File: config.mk
export PLATFORM = sky130hd
export DESIGN_NAME = gregorian_to_chinese_lunar_date_flat
export DESIGN_NICKNAME = d
export VERILOG_FILES = /design/src/glcd_pkg.sv /design/src/glcd_if.sv /design/src/glcd_day_count.sv /design/src/glcd_month_unit.sv /design/src/gregorian_to_chinese_lunar_date.sv /design/src/flat_wrapper.sv
export SDC_FILE = /design/constraint.sdc
export NUM_CORES = 1
export LEC_CHECK = 0
export BUFFER_PORTS_ARGS = -buffer_cell sky130_fd_sc_hd__buf_2
export CAP_MARGIN = 0
export CORE_UTILIZATION = 35
export CTS_CLUSTER_DIAMETER = 40
export DETAILED_ROUTE_END_ITERATION = 8
export PLACE_DENSITY_LB_ADDON = 0.25
export SLEW_MARGIN = 15
export SYNTH_ARGS = -nofsm -noshare
export SYNTH_HDL_FRONTEND = slang
export SYNTH_HIERARCHICAL = 1
export SYNTH_SLANG_ARGS = --single-unit
File: constraint.sdc
create_clock -name clk -period 8.3 [get_ports clk]
set_clock_uncertainty 0.1 [all_clocks]
set_input_delay 1.66 -clock clk [delete_from_list [all_inputs] [get_ports clk]]
set_output_delay 1.66 -clock clk [all_outputs]
set_load 0.05 [all_outputs]
File: src/glcd_pkg.sv
`default_nettype none

package glcd_pkg;

	localparam int unsigned YEAR_W  = 11;
	localparam int unsigned MONTH_W = 4;
	localparam int unsigned DAY_W   = 5;
	localparam int unsigned INDEX_W = 4;
	localparam int unsigned COUNT_W = 16;
	localparam int unsigned WORD_W  = 20;
	localparam int unsigned ROWS    = 100;
	localparam int unsigned ROW_W   = 7;

	localparam logic [YEAR_W-1:0]  EPOCH_YEAR       = 11'd1921;
	localparam logic [COUNT_W-1:0] EPOCH_OFFSET     = 16'd38;
	localparam logic [WORD_W-1:0]  SHORT_YEAR_LIMIT = 20'd4095;
	localparam int unsigned        LEAP_SHIFT       = 16;

	// Stem and branch of the first table year, (1921 - 4) mod 60 reduced.
	localparam logic [INDEX_W-1:0] STEM_FIRST   = 4'd7;
	localparam logic [INDEX_W-1:0] BRANCH_FIRST = 4'd9;
	localparam logic [INDEX_W-1:0] STEM_LAST    = 4'd9;
	localparam logic [INDEX_W-1:0] BRANCH_LAST  = 4'd11;

	localparam logic [8:0] DAYS_BEFORE_MONTH [12] = '{
		9'd0, 9'd31, 9'd59, 9'd90, 9'd120, 9'd151,
		9'd181, 9'd212, 9'd243, 9'd273, 9'd304, 9'd334
	};

	localparam logic [WORD_W-1:0] LUNAR_YEARS [ROWS] = '{
		20'd2635, 20'd333387, 20'd1701, 20'd1748, 20'd267701,
		20'd694, 20'd2391, 20'd133423, 20'd1175, 20'd396438,
		20'd3402, 20'd3749, 20'd331177, 20'd1453, 20'd694,
		20'd201326, 20'd2350, 20'd465197, 20'd3221, 20'd3402,
		20'd400202, 20'd2901, 20'd1386, 20'd267611, 20'd605,
		20'd2349, 20'd137515, 20'd2709, 20'd464533, 20'd1738,
		20'd2901, 20'd330421, 20'd1242, 20'd2651, 20'd199255,
		20'd1323, 20'd529706, 20'd3733, 20'd1706, 20'd398762,
		20'd2741, 20'd1206, 20'd267438, 20'd2647, 20'd1318,
		20'd204070, 20'd3477, 20'd461653, 20'd1386, 20'd2413,
		20'd330077, 20'd1197, 20'd2637, 20'd268877, 20'd3365,
		20'd531109, 20'd2900, 20'd2922, 20'd398042, 20'd2395,
		20'd1179, 20'd267415, 20'd2635, 20'd661067, 20'd1701,
		20'd1748, 20'd398772, 20'd2742, 20'd2391, 20'd330031,
		20'd1175, 20'd1611, 20'd200010, 20'd3749, 20'd527717,
		20'd1452, 20'd2742, 20'd332397, 20'd2350, 20'd3222,
		20'd268949, 20'd3402, 20'd3493, 20'd133973, 20'd1386,
		20'd464219, 20'd605, 20'd2349, 20'd334123, 20'd2709,
		20'd2890, 20'd267946, 20'd2773, 20'd592565, 20'd1210,
		20'd2651, 20'd395863, 20'd1323, 20'd2707, 20'd265877
	};

	typedef enum logic [1:0] {
		S_IDLE,
		S_WALK,
		S_DONE
	} state_t;

	typedef struct packed {
		logic               ok;
		logic [COUNT_W-1:0] count;
	} day_count_t;

	typedef struct packed {
		logic               hit;
		logic [COUNT_W-1:0] remainder;
	} month_step_t;

	typedef struct packed {
		logic               date_valid;
		logic [YEAR_W-1:0]  lunar_year;
		logic [MONTH_W-1:0] lunar_month;
		logic               leap_month;
		logic [DAY_W-1:0]   lunar_day;
		logic [INDEX_W-1:0] stem_index;
		logic [INDEX_W-1:0] branch_index;
	} result_t;

endpackage

`default_nettype wire

File: src/glcd_if.sv
`default_nettype none

interface glcd_in_if import glcd_pkg::*; ();
	logic               valid;
	logic               ready;
	logic [YEAR_W-1:0]  solar_year;
	logic [MONTH_W-1:0] solar_month;
	logic [DAY_W-1:0]   solar_day;

	modport source (output valid, output solar_year, output solar_month,
		output solar_day, input ready);
	modport sink (input valid, input solar_year, input solar_month,
		input solar_day, output ready);
endinterface

interface glcd_out_if import glcd_pkg::*; ();
	logic               valid;
	logic               ready;
	logic               date_valid;
	logic [YEAR_W-1:0]  lunar_year;
	logic [MONTH_W-1:0] lunar_month;
	logic               leap_month;
	logic [DAY_W-1:0]   lunar_day;
	logic [INDEX_W-1:0] stem_index;
	logic [INDEX_W-1:0] branch_index;

	modport source (output valid, output date_valid, output lunar_year,
		output lunar_month, output leap_month, output lunar_day,
		output stem_index, output branch_index, input ready);
	modport sink (input valid, input date_valid, input lunar_year,
		input lunar_month, input leap_month, input lunar_day,
		input stem_index, input branch_index, output ready);
endinterface

`default_nettype wire

File: src/glcd_day_count.sv
`default_nettype none

module glcd_day_count import glcd_pkg::*; (
	input  wire logic [YEAR_W-1:0]  year,
	input  wire logic [MONTH_W-1:0] month,
	input  wire logic [DAY_W-1:0]   day,
	output day_count_t              result
);

	logic [YEAR_W-1:0]  span_full;
	logic [6:0]         span;
	logic [MONTH_W-1:0] month_idx;
	logic               in_range;
	logic               leap_adj;
	logic [COUNT_W-1:0] sum;

	always_comb begin
		span_full = year - EPOCH_YEAR;
		span      = span_full[6:0];
		in_range  = (year >= EPOCH_YEAR) && (month inside {[4'd1:4'd12]});
		month_idx = in_range ? (month - 4'd1) : '0;
		leap_adj  = (year[1:0] == 2'b00) && (month > 4'd2);
		sum = COUNT_W'(span) * COUNT_W'(365) + COUNT_W'(span >> 2) + COUNT_W'(day)
			+ COUNT_W'(DAYS_BEFORE_MONTH[month_idx]) + COUNT_W'(leap_adj);
		result.ok    = in_range && (sum > EPOCH_OFFSET);
		result.count = sum - EPOCH_OFFSET;
	end

endmodule

`default_nettype wire

File: src/glcd_month_unit.sv
`default_nettype none

module glcd_month_unit import glcd_pkg::*; (
	input  wire logic [COUNT_W-1:0] count,
	input  wire logic               long_month,
	output month_step_t             step
);

	logic [COUNT_W-1:0] len;

	// A month has 29 days, or 30 when its table bit is set.
	always_comb begin
		len            = COUNT_W'(29) + COUNT_W'(long_month);
		step.hit       = (count <= len);
		step.remainder = count - len;
	end

endmodule

`default_nettype wire

File: src/gregorian_to_chinese_lunar_date.sv
`default_nettype none

// Gregorian to Chinese lunar date converter for the lunar years 1921 to 2020.
// A date transfer on the solar channel is taken while the converter is idle.
// In the cycle of the transfer the day count from 1921-02-08 (day 1) is formed
// and registered; the converter then walks the lunar year table one lunar
// month per cycle through a single compare-and-subtract unit, over the lunar
// months from the epoch up to and including the date's month (at most
// TABLE_YEARS * 13, about 1240 for the full table). Dates before the epoch or
// a month outside 1..12 give a result with date_valid low and all other
// fields zero and go to the output register without a table walk. A day count
// that runs past the table gives the same all-zero result, but only after the
// walk has gone through every month of the table.
// The result sits in an output register, so a new date may be transferred
// while the previous result still waits on the lunar channel. Stem and branch
// are tracked by wrapping counters that advance with the table row.
module gregorian_to_chinese_lunar_date import glcd_pkg::*; #(
	parameter int unsigned TABLE_YEARS = 100
) (
	input  wire logic   clk,
	input  wire logic   arst_n,
	glcd_in_if.sink     solar,
	glcd_out_if.source  lunar
);

	state_t             state_q, state_d;
	logic [COUNT_W-1:0] count_q;
	logic [ROW_W-1:0]   row_q;
	logic [MONTH_W-1:0] mon_q;
	logic [INDEX_W-1:0] stem_q, branch_q;
	result_t            pend_q, res_q;
	logic               out_valid_q;

	day_count_t         dc;
	month_step_t        step;

	logic [WORD_W-1:0]  word;
	logic               long_year;
	logic [MONTH_W-1:0] top;
	logic [MONTH_W-1:0] bit_idx;
	logic [12:0]        month_bits;
	logic [MONTH_W-1:0] leap_num;
	logic [MONTH_W:0]   leap_next;
	logic               last_month;
	logic               last_row;
	logic               accept;
	logic               load_out;
	result_t            hit_res;

	glcd_day_count u_day_count (
		.year   (solar.solar_year),
		.month  (solar.solar_month),
		.day    (solar.solar_day),
		.result (dc)
	);

	// The table word of the current row selects the length of the month
	// that the walk is on; bit 11 or 12 is the first month, bit 0 the last.
	always_comb begin
		word       = LUNAR_YEARS[row_q];
		long_year  = (word >= SHORT_YEAR_LIMIT);
		top        = long_year ? 4'd12 : 4'd11;
		bit_idx    = top - (mon_q - 4'd1);
		month_bits = word[12:0];
		leap_num   = word[LEAP_SHIFT +: MONTH_W];
		leap_next  = {1'b0, leap_num} + 5'd1;
		last_month = (bit_idx == '0);
		last_row   = (32'(row_q) == TABLE_YEARS - 1);
	end

	glcd_month_unit u_month_unit (
		.count      (count_q),
		.long_month (month_bits[bit_idx]),
		.step       (step)
	);

	// Result of a hit: the intercalary month repeats the number of the month
	// before it, and every later month of that year moves down by one.
	always_comb begin
		hit_res              = '0;
		hit_res.date_valid   = 1'b1;
		hit_res.lunar_year   = EPOCH_YEAR + YEAR_W'(row_q);
		hit_res.lunar_month  = mon_q;
		hit_res.lunar_day    = count_q[DAY_W-1:0];
		hit_res.stem_index   = stem_q;
		hit_res.branch_index = branch_q;
		if (long_year) begin
			if ({1'b0, mon_q} == leap_next) begin
				hit_res.lunar_month = leap_num;
				hit_res.leap_month  = 1'b1;
			end else if ({1'b0, mon_q} > leap_next) begin
				hit_res.lunar_month = mon_q - 4'd1;
			end
		end
	end

	assign accept   = solar.valid && solar.ready;
	assign load_out = (state_q == S_DONE) && (!out_valid_q || lunar.ready);

	always_comb begin
		state_d     = state_q;
		solar.ready = 1'b0;
		case (state_q)
			S_IDLE: begin
				solar.ready = 1'b1;
				if (solar.valid) begin
					state_d = dc.ok ? S_WALK : S_DONE;
				end
			end
			S_WALK: begin
				if (step.hit || (last_month && last_row)) begin
					state_d = S_DONE;
				end
			end
			S_DONE: begin
				if (load_out) begin
					state_d = S_IDLE;
				end
			end
			default: begin
				state_d = S_IDLE;
			end
		endcase
	end

	always_ff @(posedge clk or negedge arst_n) begin
		if (!arst_n) begin
			state_q     <= S_IDLE;
			out_valid_q <= 1'b0;
		end else begin
			state_q <= state_d;
			if (load_out) begin
				out_valid_q <= 1'b1;
			end else if (lunar.ready) begin
				out_valid_q <= 1'b0;
			end
		end
	end

	// Walk registers: payload only, so no reset.
	always_ff @(posedge clk) begin
		if (accept) begin
			count_q  <= dc.count;
			row_q    <= '0;
			mon_q    <= 4'd1;
			stem_q   <= STEM_FIRST;
			branch_q <= BRANCH_FIRST;
			pend_q   <= '0;
		end else if (state_q == S_WALK) begin
			if (step.hit) begin
				pend_q <= hit_res;
			end else begin
				count_q <= step.remainder;
				if (last_month) begin
					// Past the last table row the pending result stays zero.
					row_q    <= row_q + ROW_W'(1);
					mon_q    <= 4'd1;
					stem_q   <= (stem_q == STEM_LAST) ? '0 : stem_q + 4'd1;
					branch_q <= (branch_q == BRANCH_LAST) ? '0 : branch_q + 4'd1;
				end else begin
					mon_q <= mon_q + 4'd1;
				end
			end
		end
		if (load_out) begin
			res_q <= pend_q;
		end
	end

	assign lunar.valid        = out_valid_q;
	assign lunar.date_valid   = res_q.date_valid;
	assign lunar.lunar_year   = res_q.lunar_year;
	assign lunar.lunar_month  = res_q.lunar_month;
	assign lunar.leap_month   = res_q.leap_month;
	assign lunar.lunar_day    = res_q.lunar_day;
	assign lunar.stem_index   = res_q.stem_index;
	assign lunar.branch_index = res_q.branch_index;

`ifndef ASSERT_OFF
	// The remaining day count never reaches zero while the walk runs.
	a_count_nonzero: assert property (@(posedge clk) disable iff (!arst_n)
		(state_q == S_WALK) |-> (count_q != '0))
		else $error("day count hit zero during the walk");

	// An invalid result carries all fields at zero.
	a_invalid_zero: assert property (@(posedge clk) disable iff (!arst_n)
		(lunar.valid && !lunar.date_valid) |->
		(lunar.lunar_year == '0 && lunar.lunar_month == '0 &&
		 !lunar.leap_month && lunar.lunar_day == '0 &&
		 lunar.stem_index == '0 && lunar.branch_index == '0))
		else $error("invalid result with nonzero fields");

	// A valid result has a lunar day of 1 to 30.
	a_day_range: assert property (@(posedge clk) disable iff (!arst_n)
		(lunar.valid && lunar.date_valid) |->
		(lunar.lunar_day != '0 && lunar.lunar_day <= 5'd30))
		else $error("lunar day out of range");

	// A date transfer always starts work.
	a_accept_starts: assert property (@(posedge clk) disable iff (!arst_n)
		(solar.valid && solar.ready) |=> (state_q != S_IDLE))
		else $error("transfer taken without starting a conversion");
`endif

endmodule

`default_nettype wire

File: src/flat_wrapper.sv
// flat-port wrapper written by rule: the top's interface ports become plain ports
module gregorian_to_chinese_lunar_date_flat import glcd_pkg::*;
#(
	parameter int unsigned TABLE_YEARS = 100
)
  (clk, arst_n, solar_valid, solar_solar_year, solar_solar_month, solar_solar_day, solar_ready, lunar_valid, lunar_date_valid, lunar_lunar_year, lunar_lunar_month, lunar_leap_month, lunar_lunar_day, lunar_stem_index, lunar_branch_index, lunar_ready);
  glcd_in_if solar_i ();
  glcd_out_if lunar_i ();
  input  wire logic clk;
  input  wire logic arst_n;
  input wire logic [$bits(solar_i.valid)-1:0] solar_valid;
  input wire logic [$bits(solar_i.solar_year)-1:0] solar_solar_year;
  input wire logic [$bits(solar_i.solar_month)-1:0] solar_solar_month;
  input wire logic [$bits(solar_i.solar_day)-1:0] solar_solar_day;
  output wire logic [$bits(solar_i.ready)-1:0] solar_ready;
  output wire logic [$bits(lunar_i.valid)-1:0] lunar_valid;
  output wire logic [$bits(lunar_i.date_valid)-1:0] lunar_date_valid;
  output wire logic [$bits(lunar_i.lunar_year)-1:0] lunar_lunar_year;
  output wire logic [$bits(lunar_i.lunar_month)-1:0] lunar_lunar_month;
  output wire logic [$bits(lunar_i.leap_month)-1:0] lunar_leap_month;
  output wire logic [$bits(lunar_i.lunar_day)-1:0] lunar_lunar_day;
  output wire logic [$bits(lunar_i.stem_index)-1:0] lunar_stem_index;
  output wire logic [$bits(lunar_i.branch_index)-1:0] lunar_branch_index;
  input wire logic [$bits(lunar_i.ready)-1:0] lunar_ready;
  assign solar_i.valid = solar_valid;
  assign solar_i.solar_year = solar_solar_year;
  assign solar_i.solar_month = solar_solar_month;
  assign solar_i.solar_day = solar_solar_day;
  assign solar_ready = solar_i.ready;
  assign lunar_valid = lunar_i.valid;
  assign lunar_date_valid = lunar_i.date_valid;
  assign lunar_lunar_year = lunar_i.lunar_year;
  assign lunar_lunar_month = lunar_i.lunar_month;
  assign lunar_leap_month = lunar_i.leap_month;
  assign lunar_lunar_day = lunar_i.lunar_day;
  assign lunar_stem_index = lunar_i.stem_index;
  assign lunar_branch_index = lunar_i.branch_index;
  assign lunar_i.ready = lunar_ready;
  gregorian_to_chinese_lunar_date #(.TABLE_YEARS(TABLE_YEARS)) u_core (.clk(clk), .arst_n(arst_n), .solar(solar_i), .lunar(lunar_i));
endmodule
Word-level counts from Yosys, hierarchy flattened
Memories as Yosys holds them, arrays and structs flattened.
Cells that the tools add are included.
{ "classes": {"shift": 0, "add_sub_neg": 17, "order_cmp": 11, "div": 0, "muxes": 26, "multipliers": 1, "eq_ne": 10, "reduce_logical": 20, "n_bitwise": 3} }
{ "op_table": {"columns": ["operator", "count"], "rows": [
  ["16-bit 2-to-1 mux", 3],
  ["20-bit 2-to-1 mux", 2],
  ["16-bit by 5-bit adder with 16-bit output", 2],
  ["4-bit 2-to-1 mux", 6],
  ["20-bit by 12-bit >= comparator with 1-bit output (second input constant)", 1],
  ["9-bit 2-to-1 mux", 2],
  ["16-bit by 1-bit adder with 16-bit output", 1],
  ["16-bit by 9-bit adder with 16-bit output", 1],
  ["16-bit by 6-bit > comparator with 1-bit output (second input constant)", 1],
  ["16-bit <= comparator", 1],
  ["7-bit by 9-bit multiplier with 16-bit output (second input constant)", 1],
  ["16-bit subtractor", 1],
  ["16-bit by 6-bit subtractor with 16-bit output (second input constant)", 1],
  ["4-bit by 1-bit adder with 4-bit output (second input constant)", 3],
  ["11-bit >= comparator (second input constant)", 1],
  ["8-bit by 8-bit adder with 9-bit output (first input constant)", 1],
  ["4-bit equality test (second input constant)", 2],
  ["8-bit >= comparator (second input constant)", 1],
  ["2-bit 2-to-1 mux", 4],
  ["7-bit NOT with 8-bit output", 1],
  ["4-bit by 1-bit subtractor with 4-bit output (second input constant)", 2],
  ["7-bit by 1-bit adder with 7-bit output (second input constant)", 1],
  ["7-bit equality test (second input constant)", 1],
  ["1-bit logical AND", 7],
  ["29 further kinds", 41]
]} }
{ "totals": {"output_inout_bits": 32, "ramBits": 0, "rom_bits": 2704, "mem_count": 2, "input_bits": 24, "register_bits": 98, "latch_bits": 0} }
{ "memory_table": {"columns": ["name", "depth", "word_bits", "read_ports", "rd_ports_with_merged_regs", "wr", "line", "rtl"], "rows": [
  ["(no name shown)", 128, 20, 1, 0, 0, "gregorian_to_chinese_lunar_date.sv:60", "word = LUNAR_YEARS[row_q];"],
  ["(no name shown)", 16, 9, 1, 0, 0, "glcd_day_count.sv:24", "+ COUNT_W'(DAYS_BEFORE_MONTH[month_idx]) + COUNT_W'(leap_adj);"]
]} }

Depth between registers and ports, before layout
Gate-level depths: netlist of run 1.
{ "logic_depth": {"word_depth": 15, "mapped_depth": 34} }

Modules after synthesis
The synthesis of run 1 kept the hierarchy.
{ "by_module_without_submodules": {"columns": ["module", "n_inst", "area_per_inst_um2", "cells_per_inst"], "rows": [
  ["gregorian_to_chinese_lunar_date", 1, 6875.3, 849],
  ["glcd_day_count", 1, 2891.5, 330],
  ["glcd_month_unit", 1, 341.6, 45]
]} }

Worst setup path after synthesis of run 1
Ideal clock, no wire load.
{ "synth_timing": {"path_type": "input to register", "start": "input solar_solar_month[0]", "end": "register u_core.state_q[1]", "n_path_buf": 1, "path_stages": 28, "required_ps": 8128, "arrival_ps": 7516, "setup_slack_ps": 612, "path_cell_list": "inv_1 > ha_1 > a21oi_1 > o211ai_1 > or2_2 > clkbuf_1 > nand2_1 > o22ai_1 > fa_1 > inv_1 > ha_1 > ha_1 > inv_1 > fa_1 > inv_1 > fa_1 > ha_1 > a21o_1 > and4_4 > o211a_1 > o311ai_1 > nand4b_4 > a2111oi_2 > a21oi_1 > inv_1 > a21oi_1 > o32a_1 > nor2_1"} }
{ "synth_rtl": {"columns": ["item", "line", "rtl"], "rows": [
  ["start, declared", "flat_wrapper.sv:13", "input wire logic [$bits(solar_i.solar_month)-1:0] solar_solar_month;"],
  ["end signal, assigned", "gregorian_to_chinese_lunar_date.sv:131", "state_q <= state_d;"],
  ["end, declared", "gregorian_to_chinese_lunar_date.sv:26", "state_t state_q, state_d;"]
]} }

==> flow_metrics.tcl, run 1 <==
set metrics [dict create \
    wl_mm 30.25 \
    regArea_sq_mm 0.002342 \
    overflow 0 \
    firstDrtPassIters 5 \
    required_ns 8.47 \
    slowest_delay_ns 0.54 \
    n_antenna_cell 0 \
    startpoint_type "input port" \
    cts_hold_buf 0 \
    root_buffer "clkbuf_16" \
    die-area_sq_mm 0.02957 \
    cpMaxStageDelayCell "fa_1" \
    die_w_um 171.9 \
    arrival_ns 8.09 \
    synthDistinctLibCells 103 \
    wire_per_inst_um 18.34 \
    netlist_area_sq_mm 0.01011 \
    hp-class "flip-flop to flip-flop" \
    grt_pass1_vias 8862 \
    vias 9301 \
    rr_startpoint "u_core/row_q[1]" \
    fin_nets 1425 \
    finalCritPeriodShare_pct 95.37 \
    syn2layout_area_growth_pct 11.33 \
    route.detailed.drc 0 \
    layout_commonest_cell "nand2_1" \
    drv_slew 0 \
    ys_ff_latch 94 \
    grt_pass1_wl_mm 48.37 \
    total_leakage_power_nw 4.712 \
    hpwl_mm 22.65 \
    top_usage_layer "met2" \
    crit_top_cell "inv_1" \
    syn_area_per_cell_sq_um 8.259 \
    grt_max_degree 54 \
    pin_count 56 \
    post-route-min-period_ns 7.915 \
    multi_input_area_sq_mm 0.007042 \
    worst_skew_pair.late_latency_ns 0.35 \
    clk_pin_slew_ns 0.06 \
    dpl.cell_count 1633 \
    p_per_area_mw_per_mm2 300.6 \
    antenna_found_initial 0 \
    initial_core_util_pct 35.99 \
    worstSetupPathType "input port to flip-flop" \
    holdPathEnd "u_core/lunar.lunar_day[0]" \
    finalHoldViolCount 0 \
    synth-async-reset-ratio_pct 3.191 \
    max_clock_freq_mhz 126.3 \
    cts_htree_levels 3 \
    worstHoldStart "u_core/pend_q[8]" \
    tightest_slew_ns 1.020 \
    fillers 2883 \
    r2r_cells 31 \
    drv_cap 0 \
    final_antenna_net_count 0 \
    rr_endpoint "u_core/stem_q[3]" \
    r2r_slack_ns 0.58 \
    synthesis.nets 1382 \
    fin_util_pct 40.07 \
    slew_headroom_pct 31.98 \
    yosys_warnings 6 \
    gr-usage-met1_pct 27.55 \
    worstHoldPathCells 0 \
    grt_use_total_pct 20.99 \
    row_count 61 \
    die_h_um 171.9 \
    cts_tree "built" \
    clk_path_buf_depth 2 \
    cp_max_fo 6 \
    power.ir.vdd_worst_uv 278.3 \
    coreArea_sq_mm 0.02809 \
    p_total_w 0.003383 \
    synth_cells 1224 \
    stdcell_count 1650 \
    synthFlopType "dfxtp_1" \
    grt_util_met2_pct 34.17 \
    cts_sinks 94 \
    drt_iter0_drc 1112 \
    setup_viol 0 \
    synth_edf_count 44 \
    use_met3_pct 3.090 \
    layout_common_cells "nand2_1, ha_1, inv_1" \
    cts_buffers 9 \
    ys_seq_area_share_pct 23.12 \
    portBuffers 55 \
    drive_gt1_share_pct 13.99 \
    gp_congestion 0.9948 \
    worstSetupEndpointType "flip-flop" \
    vias_per_cell 5.637 \
    status "finished, final reports clean" \
]
cells in the mapped netlist (6+ instances only):
library cell	n	area share, %
and3_1	9	0.56
o32ai_1	7	0.61
clkbuf_1	32	1.2
nand4_1	6	0.37
a21o_1	12	0.89
mux2i_1	7	0.69
inv_1	97	3.6
a211oi_1	30	2.2
a21oi_1	78	3.9
dfxtp_1	47	9.3
nor4_1	6	0.37
xor2_1	23	2.0
or3_1	7	0.43
edfxtp_1	44	13
nor3_1	32	1.6
o21ai_0	57	2.8
a311oi_1	12	1.0
o211ai_1	13	0.97
buf_6	8	0.89
nor2b_1	23	1.4
buf_2	25	1.2
o31a_1	6	0.52
fa_1	33	6.5
a31oi_1	20	1.2
nand3_1	22	1.1
xnor2_1	34	2.9
o22ai_1	12	0.74
nand2b_1	31	1.9
nor2_1	78	2.9
ha_1	101	13
buf_4	6	0.45
nor3b_1	9	0.67
nand2_1	162	6.0
report_power, final:
group	switching, W	total [W]	internal, W
Clock	0.000194	0.000407	0.000213
Combinational	0.00137	0.00230	0.000935
Sequential	0.0000657	0.000676	0.000611
Total	0.00162	0.00338	0.00176
sequential cells by signal (all words and copies together) (netlist names):
signal and flops:
u_core/lunar.stem_index 4, u_core/mon_q 4, u_core/row_q 7, u_core/lunar.lunar_month 4, u_core/pend_q 28, u_core/count_q 16, u_core/lunar.date_valid 1, u_core/lunar.lunar_day 5
u_core/branch_q 4, u_core/lunar.leap_month 1, u_core/lunar.branch_index 4, u_core/lunar.lunar_year 9, u_core/state_q 2, u_core/lunar.valid 1, u_core/stem_q 4
final cells by class:
| class | count | share of cell area, % |
|---|---|---|
| Tap cell | 378 | 4.203 |
| Timing Repair Buffer | 108 | 6.315 |
| Clock inverter | 7 | 0.6893 |
| Clock buffer | 9 | 2.001 |
| Sequential cell | 94 | 20.81 |
| Multi-Input combinational cell | 952 | 62.57 |
| Inverter | 102 | 3.402 |
worst max-delay path, delay by kind of cell:
family,cells,cell delay [ns]
compound gates,9,1.60
fa+ha+maj,8,2.95
buf+inv,8,0.66
mux,1,0.10
simple gates,5,1.08
cell families after synthesis:
kind of cell / synth area share (%)
AO/OA/AOI/OAI: 21.82
multiplexers: 2.055
adder cells (fa/ha/maj): 19.04
buffers and inverters: 7.847
AND/OR/NAND/NOR: 21.02
XOR/XNOR: 5.100
flip-flops: 23.12
how the worst max path moves through the flow:
stage | cells after the start | end | slack, ns | start
global placement | 31 | u_core/state_q[1] | 0.13 | solar_solar_month[0]
CTS | 29 | u_core/state_q[1] | 0.31 | solar_solar_year[0]
floorplan | 28 | u_core/state_q[1] | 0.61 | solar_solar_month[0]
global route | 31 | u_core/state_q[1] | -0.02 | solar_solar_month[0]
detailed placement | 29 | u_core/state_q[1] | -0.04 | solar_solar_year[0]
finish | 31 | u_core/state_q[1] | 0.38 | solar_solar_month[0]
routing by layer:
layer	share of wire, %	vias to the layer above
li1	-	4472
met4	4.3	0
met3	5.7	93
met1	44	4380
met5	0	-
met2	46	356
what timing repair did:
item / CTS / global route
gates resized for setup: 0 / 9
setup buffers: 0 / 1
setup endpoints to repair: 0 / 12
metrics by stage:
step / hold WS [ns] / setup slack [ns] / cell area, sq um / setup TNS [ns]
4_1_cts: 0.3318 / 0.3128 / 11190 / 0
3_5_place_dp: 0.3155 / -0.04017 / 10890 / -0.04017
5_1_grt: 0.3353 / -0.01890 / 11250 / -0.01890
2_1_floorplan: 0.3030 / 0.6119 / 10110 / 0
6_report: 0.3296 / 0.3846 / 11250 / 0
3_3_place_gp: 0.3141 / 0.1285 / 10890 / 0
Power figures use the tool's default switching activity.
==> run 2: changes to the inputs <==
--- a/config.mk
+++ b/config.mk
@@ -8,10 +8,10 @@
 export BUFFER_PORTS_ARGS = -buffer_cell sky130_fd_sc_hd__buf_2
 export CAP_MARGIN = 0
 export CORE_UTILIZATION = 35
+export CTS_BUF_LIST = sky130_fd_sc_hd__clkbuf_2 sky130_fd_sc_hd__clkbuf_4 sky130_fd_sc_hd__clkbuf_8
 export CTS_CLUSTER_DIAMETER = 40
 export DETAILED_ROUTE_END_ITERATION = 8
 export PLACE_DENSITY_LB_ADDON = 0.25
-export SLEW_MARGIN = 15
 export SYNTH_ARGS = -nofsm -noshare
 export SYNTH_HDL_FRONTEND = slang
 export SYNTH_HIERARCHICAL = 1
==> run 2 against run 1 <==
First-iteration DRC count about the same; critical path depth unchanged; clock power down 26%; register-to-register slack worse by 0.04 ns; die area unchanged; non-clock buffer count down 1; highest routed layer unchanged.
==> flow_metrics.tcl, run 2 (synthesis results as in run 1) <==
set metrics [dict create \
    status "finished, final reports clean" \
    cts_hold_buf 0 \
    p_per_area_mw_per_mm2 294.3 \
    cp_max_fo 6 \
    dp_slack_ns -0.04017 \
    power_frac_seq_pct 20.6 \
    initial_core_util_pct 35.99 \
    top_usage_layer "met2" \
    grt_max_degree 54 \
    cts_sinks 94 \
    die-area_sq_mm 0.02957 \
    required_ns 8.51 \
    cts_htree_levels 3 \
    hp-class "flip-flop to flip-flop" \
    grt_use_total_pct 21.06 \
    clk_pin_slew_ns 0.09 \
    total_leakage_power_nw 4.652 \
    grt_util_met2_pct 34.47 \
    coreArea_sq_mm 0.02809 \
    finalCritPeriodShare_pct 94.92 \
    setup_viol 0 \
    r2r_slack_ns 0.54 \
    slew_headroom_pct 30.59 \
    layout_commonest_cell "nand2_1" \
    largest_reg_flops 28 \
    fin_nets 1424 \
    hpwl_mm 22.65 \
    layout_setup_ws_ns 0.4220 \
    n_antenna_cell 0 \
    swShare_pct 49.27 \
    portBuffers 55 \
    route.detailed.drc 0 \
    layout_common_cells "nand2_1, ha_1, inv_1" \
    p_sw_w 0.001615 \
    gp_congestion 0.9948 \
    drv_cap 0 \
    finalHoldViolCount 0 \
    use_met3_pct 3.456 \
    die_w_um 171.9 \
    wire_per_inst_um 18.39 \
    cts_tree "built" \
    final.setup.tns_ns 0 \
    rsz0062_at_grt "false" \
    max_clock_freq_mhz 126.9 \
    syn2layout_area_growth_pct 10.20 \
    worst_skew_pair.late_latency_ns 0.38 \
    slowest_delay_ns 0.54 \
    firstDrtPassIters 5 \
    drive_gt1_share_pct 13.93 \
    cts_buffers 9 \
    worstSetupPathType "input port to flip-flop" \
    top_register "u_core/pend_q" \
    wl_mm 30.32 \
    startpoint_type "input port" \
    arrival_ns 8.08 \
    vias 9277 \
    drv_slew 0 \
    root_buffer "clkbuf_8" \
    die_h_um 171.9 \
    crit_top_cell "inv_1" \
    pin_count 56 \
    final_antenna_net_count 0 \
    p_total_w 0.003279 \
    row_count 61 \
    combPwrFrac_pct 70.2 \
    postCtsSetupBuffers 0 \
    post-route-min-period_ns 7.878 \
    internal-power_w 0.001663 \
    cpMaxStageDelayCell "fa_1" \
    vias_per_cell 5.626 \
    drt_iter0_drc 1111 \
    gr-usage-met1_pct 27.55 \
    clk_path_buf_depth 2 \
    power_frac_clock_pct 9.3 \
    overflow 0 \
    grt_pass1_wl_mm 48.36 \
    cts.repair.resized 0 \
    tightest_slew_ns 1.041 \
    power.ir.vdd_worst_uv 278.4 \
    grt_pass1_vias 8838 \
    worstSetupEndpointType "flip-flop" \
    antenna_found_initial 0 \
]
run 2: cell types whose count changed in the layout (fill, tap and decap cells not counted):
cell	delta
clkbuf_16	-9
clkbuf_8	+9
buf_4	-1
nand2b_2	+1
nand2b_4	-1
run 2: stage by stage:
step / hold WS (ns) / utilization (%) / cell area [sq um] / cells
detailed placement: 0.3155 / 38.77 / 10890 / 1633
global placement: 0.3141 / 38.77 / 10890 / 1633
CTS: 0.3383 / 39.48 / 11090 / 1649
finish: 0.3353 / 39.66 / 11140 / 1649
global route: 0.3423 / 39.66 / 11140 / 1649
floorplan: 0.3030 / - / 10110 / 1224
run 2: critical path: cells and delay by family:
family | cells | cell delay, ns
muxes | 1 | 0.10
buffers and inverters | 8 | 0.67
adders and majority gates | 8 | 2.94
AOI/OAI and AO/OA | 9 | 1.63
and+or+nand+nor | 5 | 1.07
run 2: worst paths after layout:
kind,from,endpoint,cells after the start
worst max-delay path,solar_solar_month[0],u_core/state_q[1],31
worst max register to register,u_core/row_q[1],u_core/stem_q[3],31
worst min-delay path,u_core/pend_q[8],u_core/lunar.lunar_day[0],0
max in group asynchronous,arst_n,u_core/state_q[1],1
min in group asynchronous,arst_n,u_core/lunar.valid,1
worst min register to register,u_core/pend_q[8],u_core/lunar.lunar_day[0],0
run 2: cell type report:
type                       instances  area, sq um
sequential                        94         2342
fill                            2898        16950
clock inverter                     7        77.57
timing repair buffer             107        703.2
clock buffer                       9        123.9
inverter                         102        382.9
tap                              378        473.0
multi-input combinational        952         7037
run 2: power by group through the flow:
stage / clock network (W) / logic, W / registers (W)
final: 0.000303 / 0.00230 / 0.000675
after global routing: 0.000328 / 0.00258 / 0.000689
after CTS: 0.000315 / 0.00228 / 0.000675
after detailed placement: 0 / 0.00226 / 0.000685
after global placement: 0 / 0.00224 / 0.000683
after floorplan: 0 / 0.00170 / 0.000788
run 2: routing by layer:
metal  part of all wire, %  up-vias
li1                      -     4460
met2                    46      363
met5                     0        -
met1                    43     4378
met3                   6.7       76
met4                   3.7        0
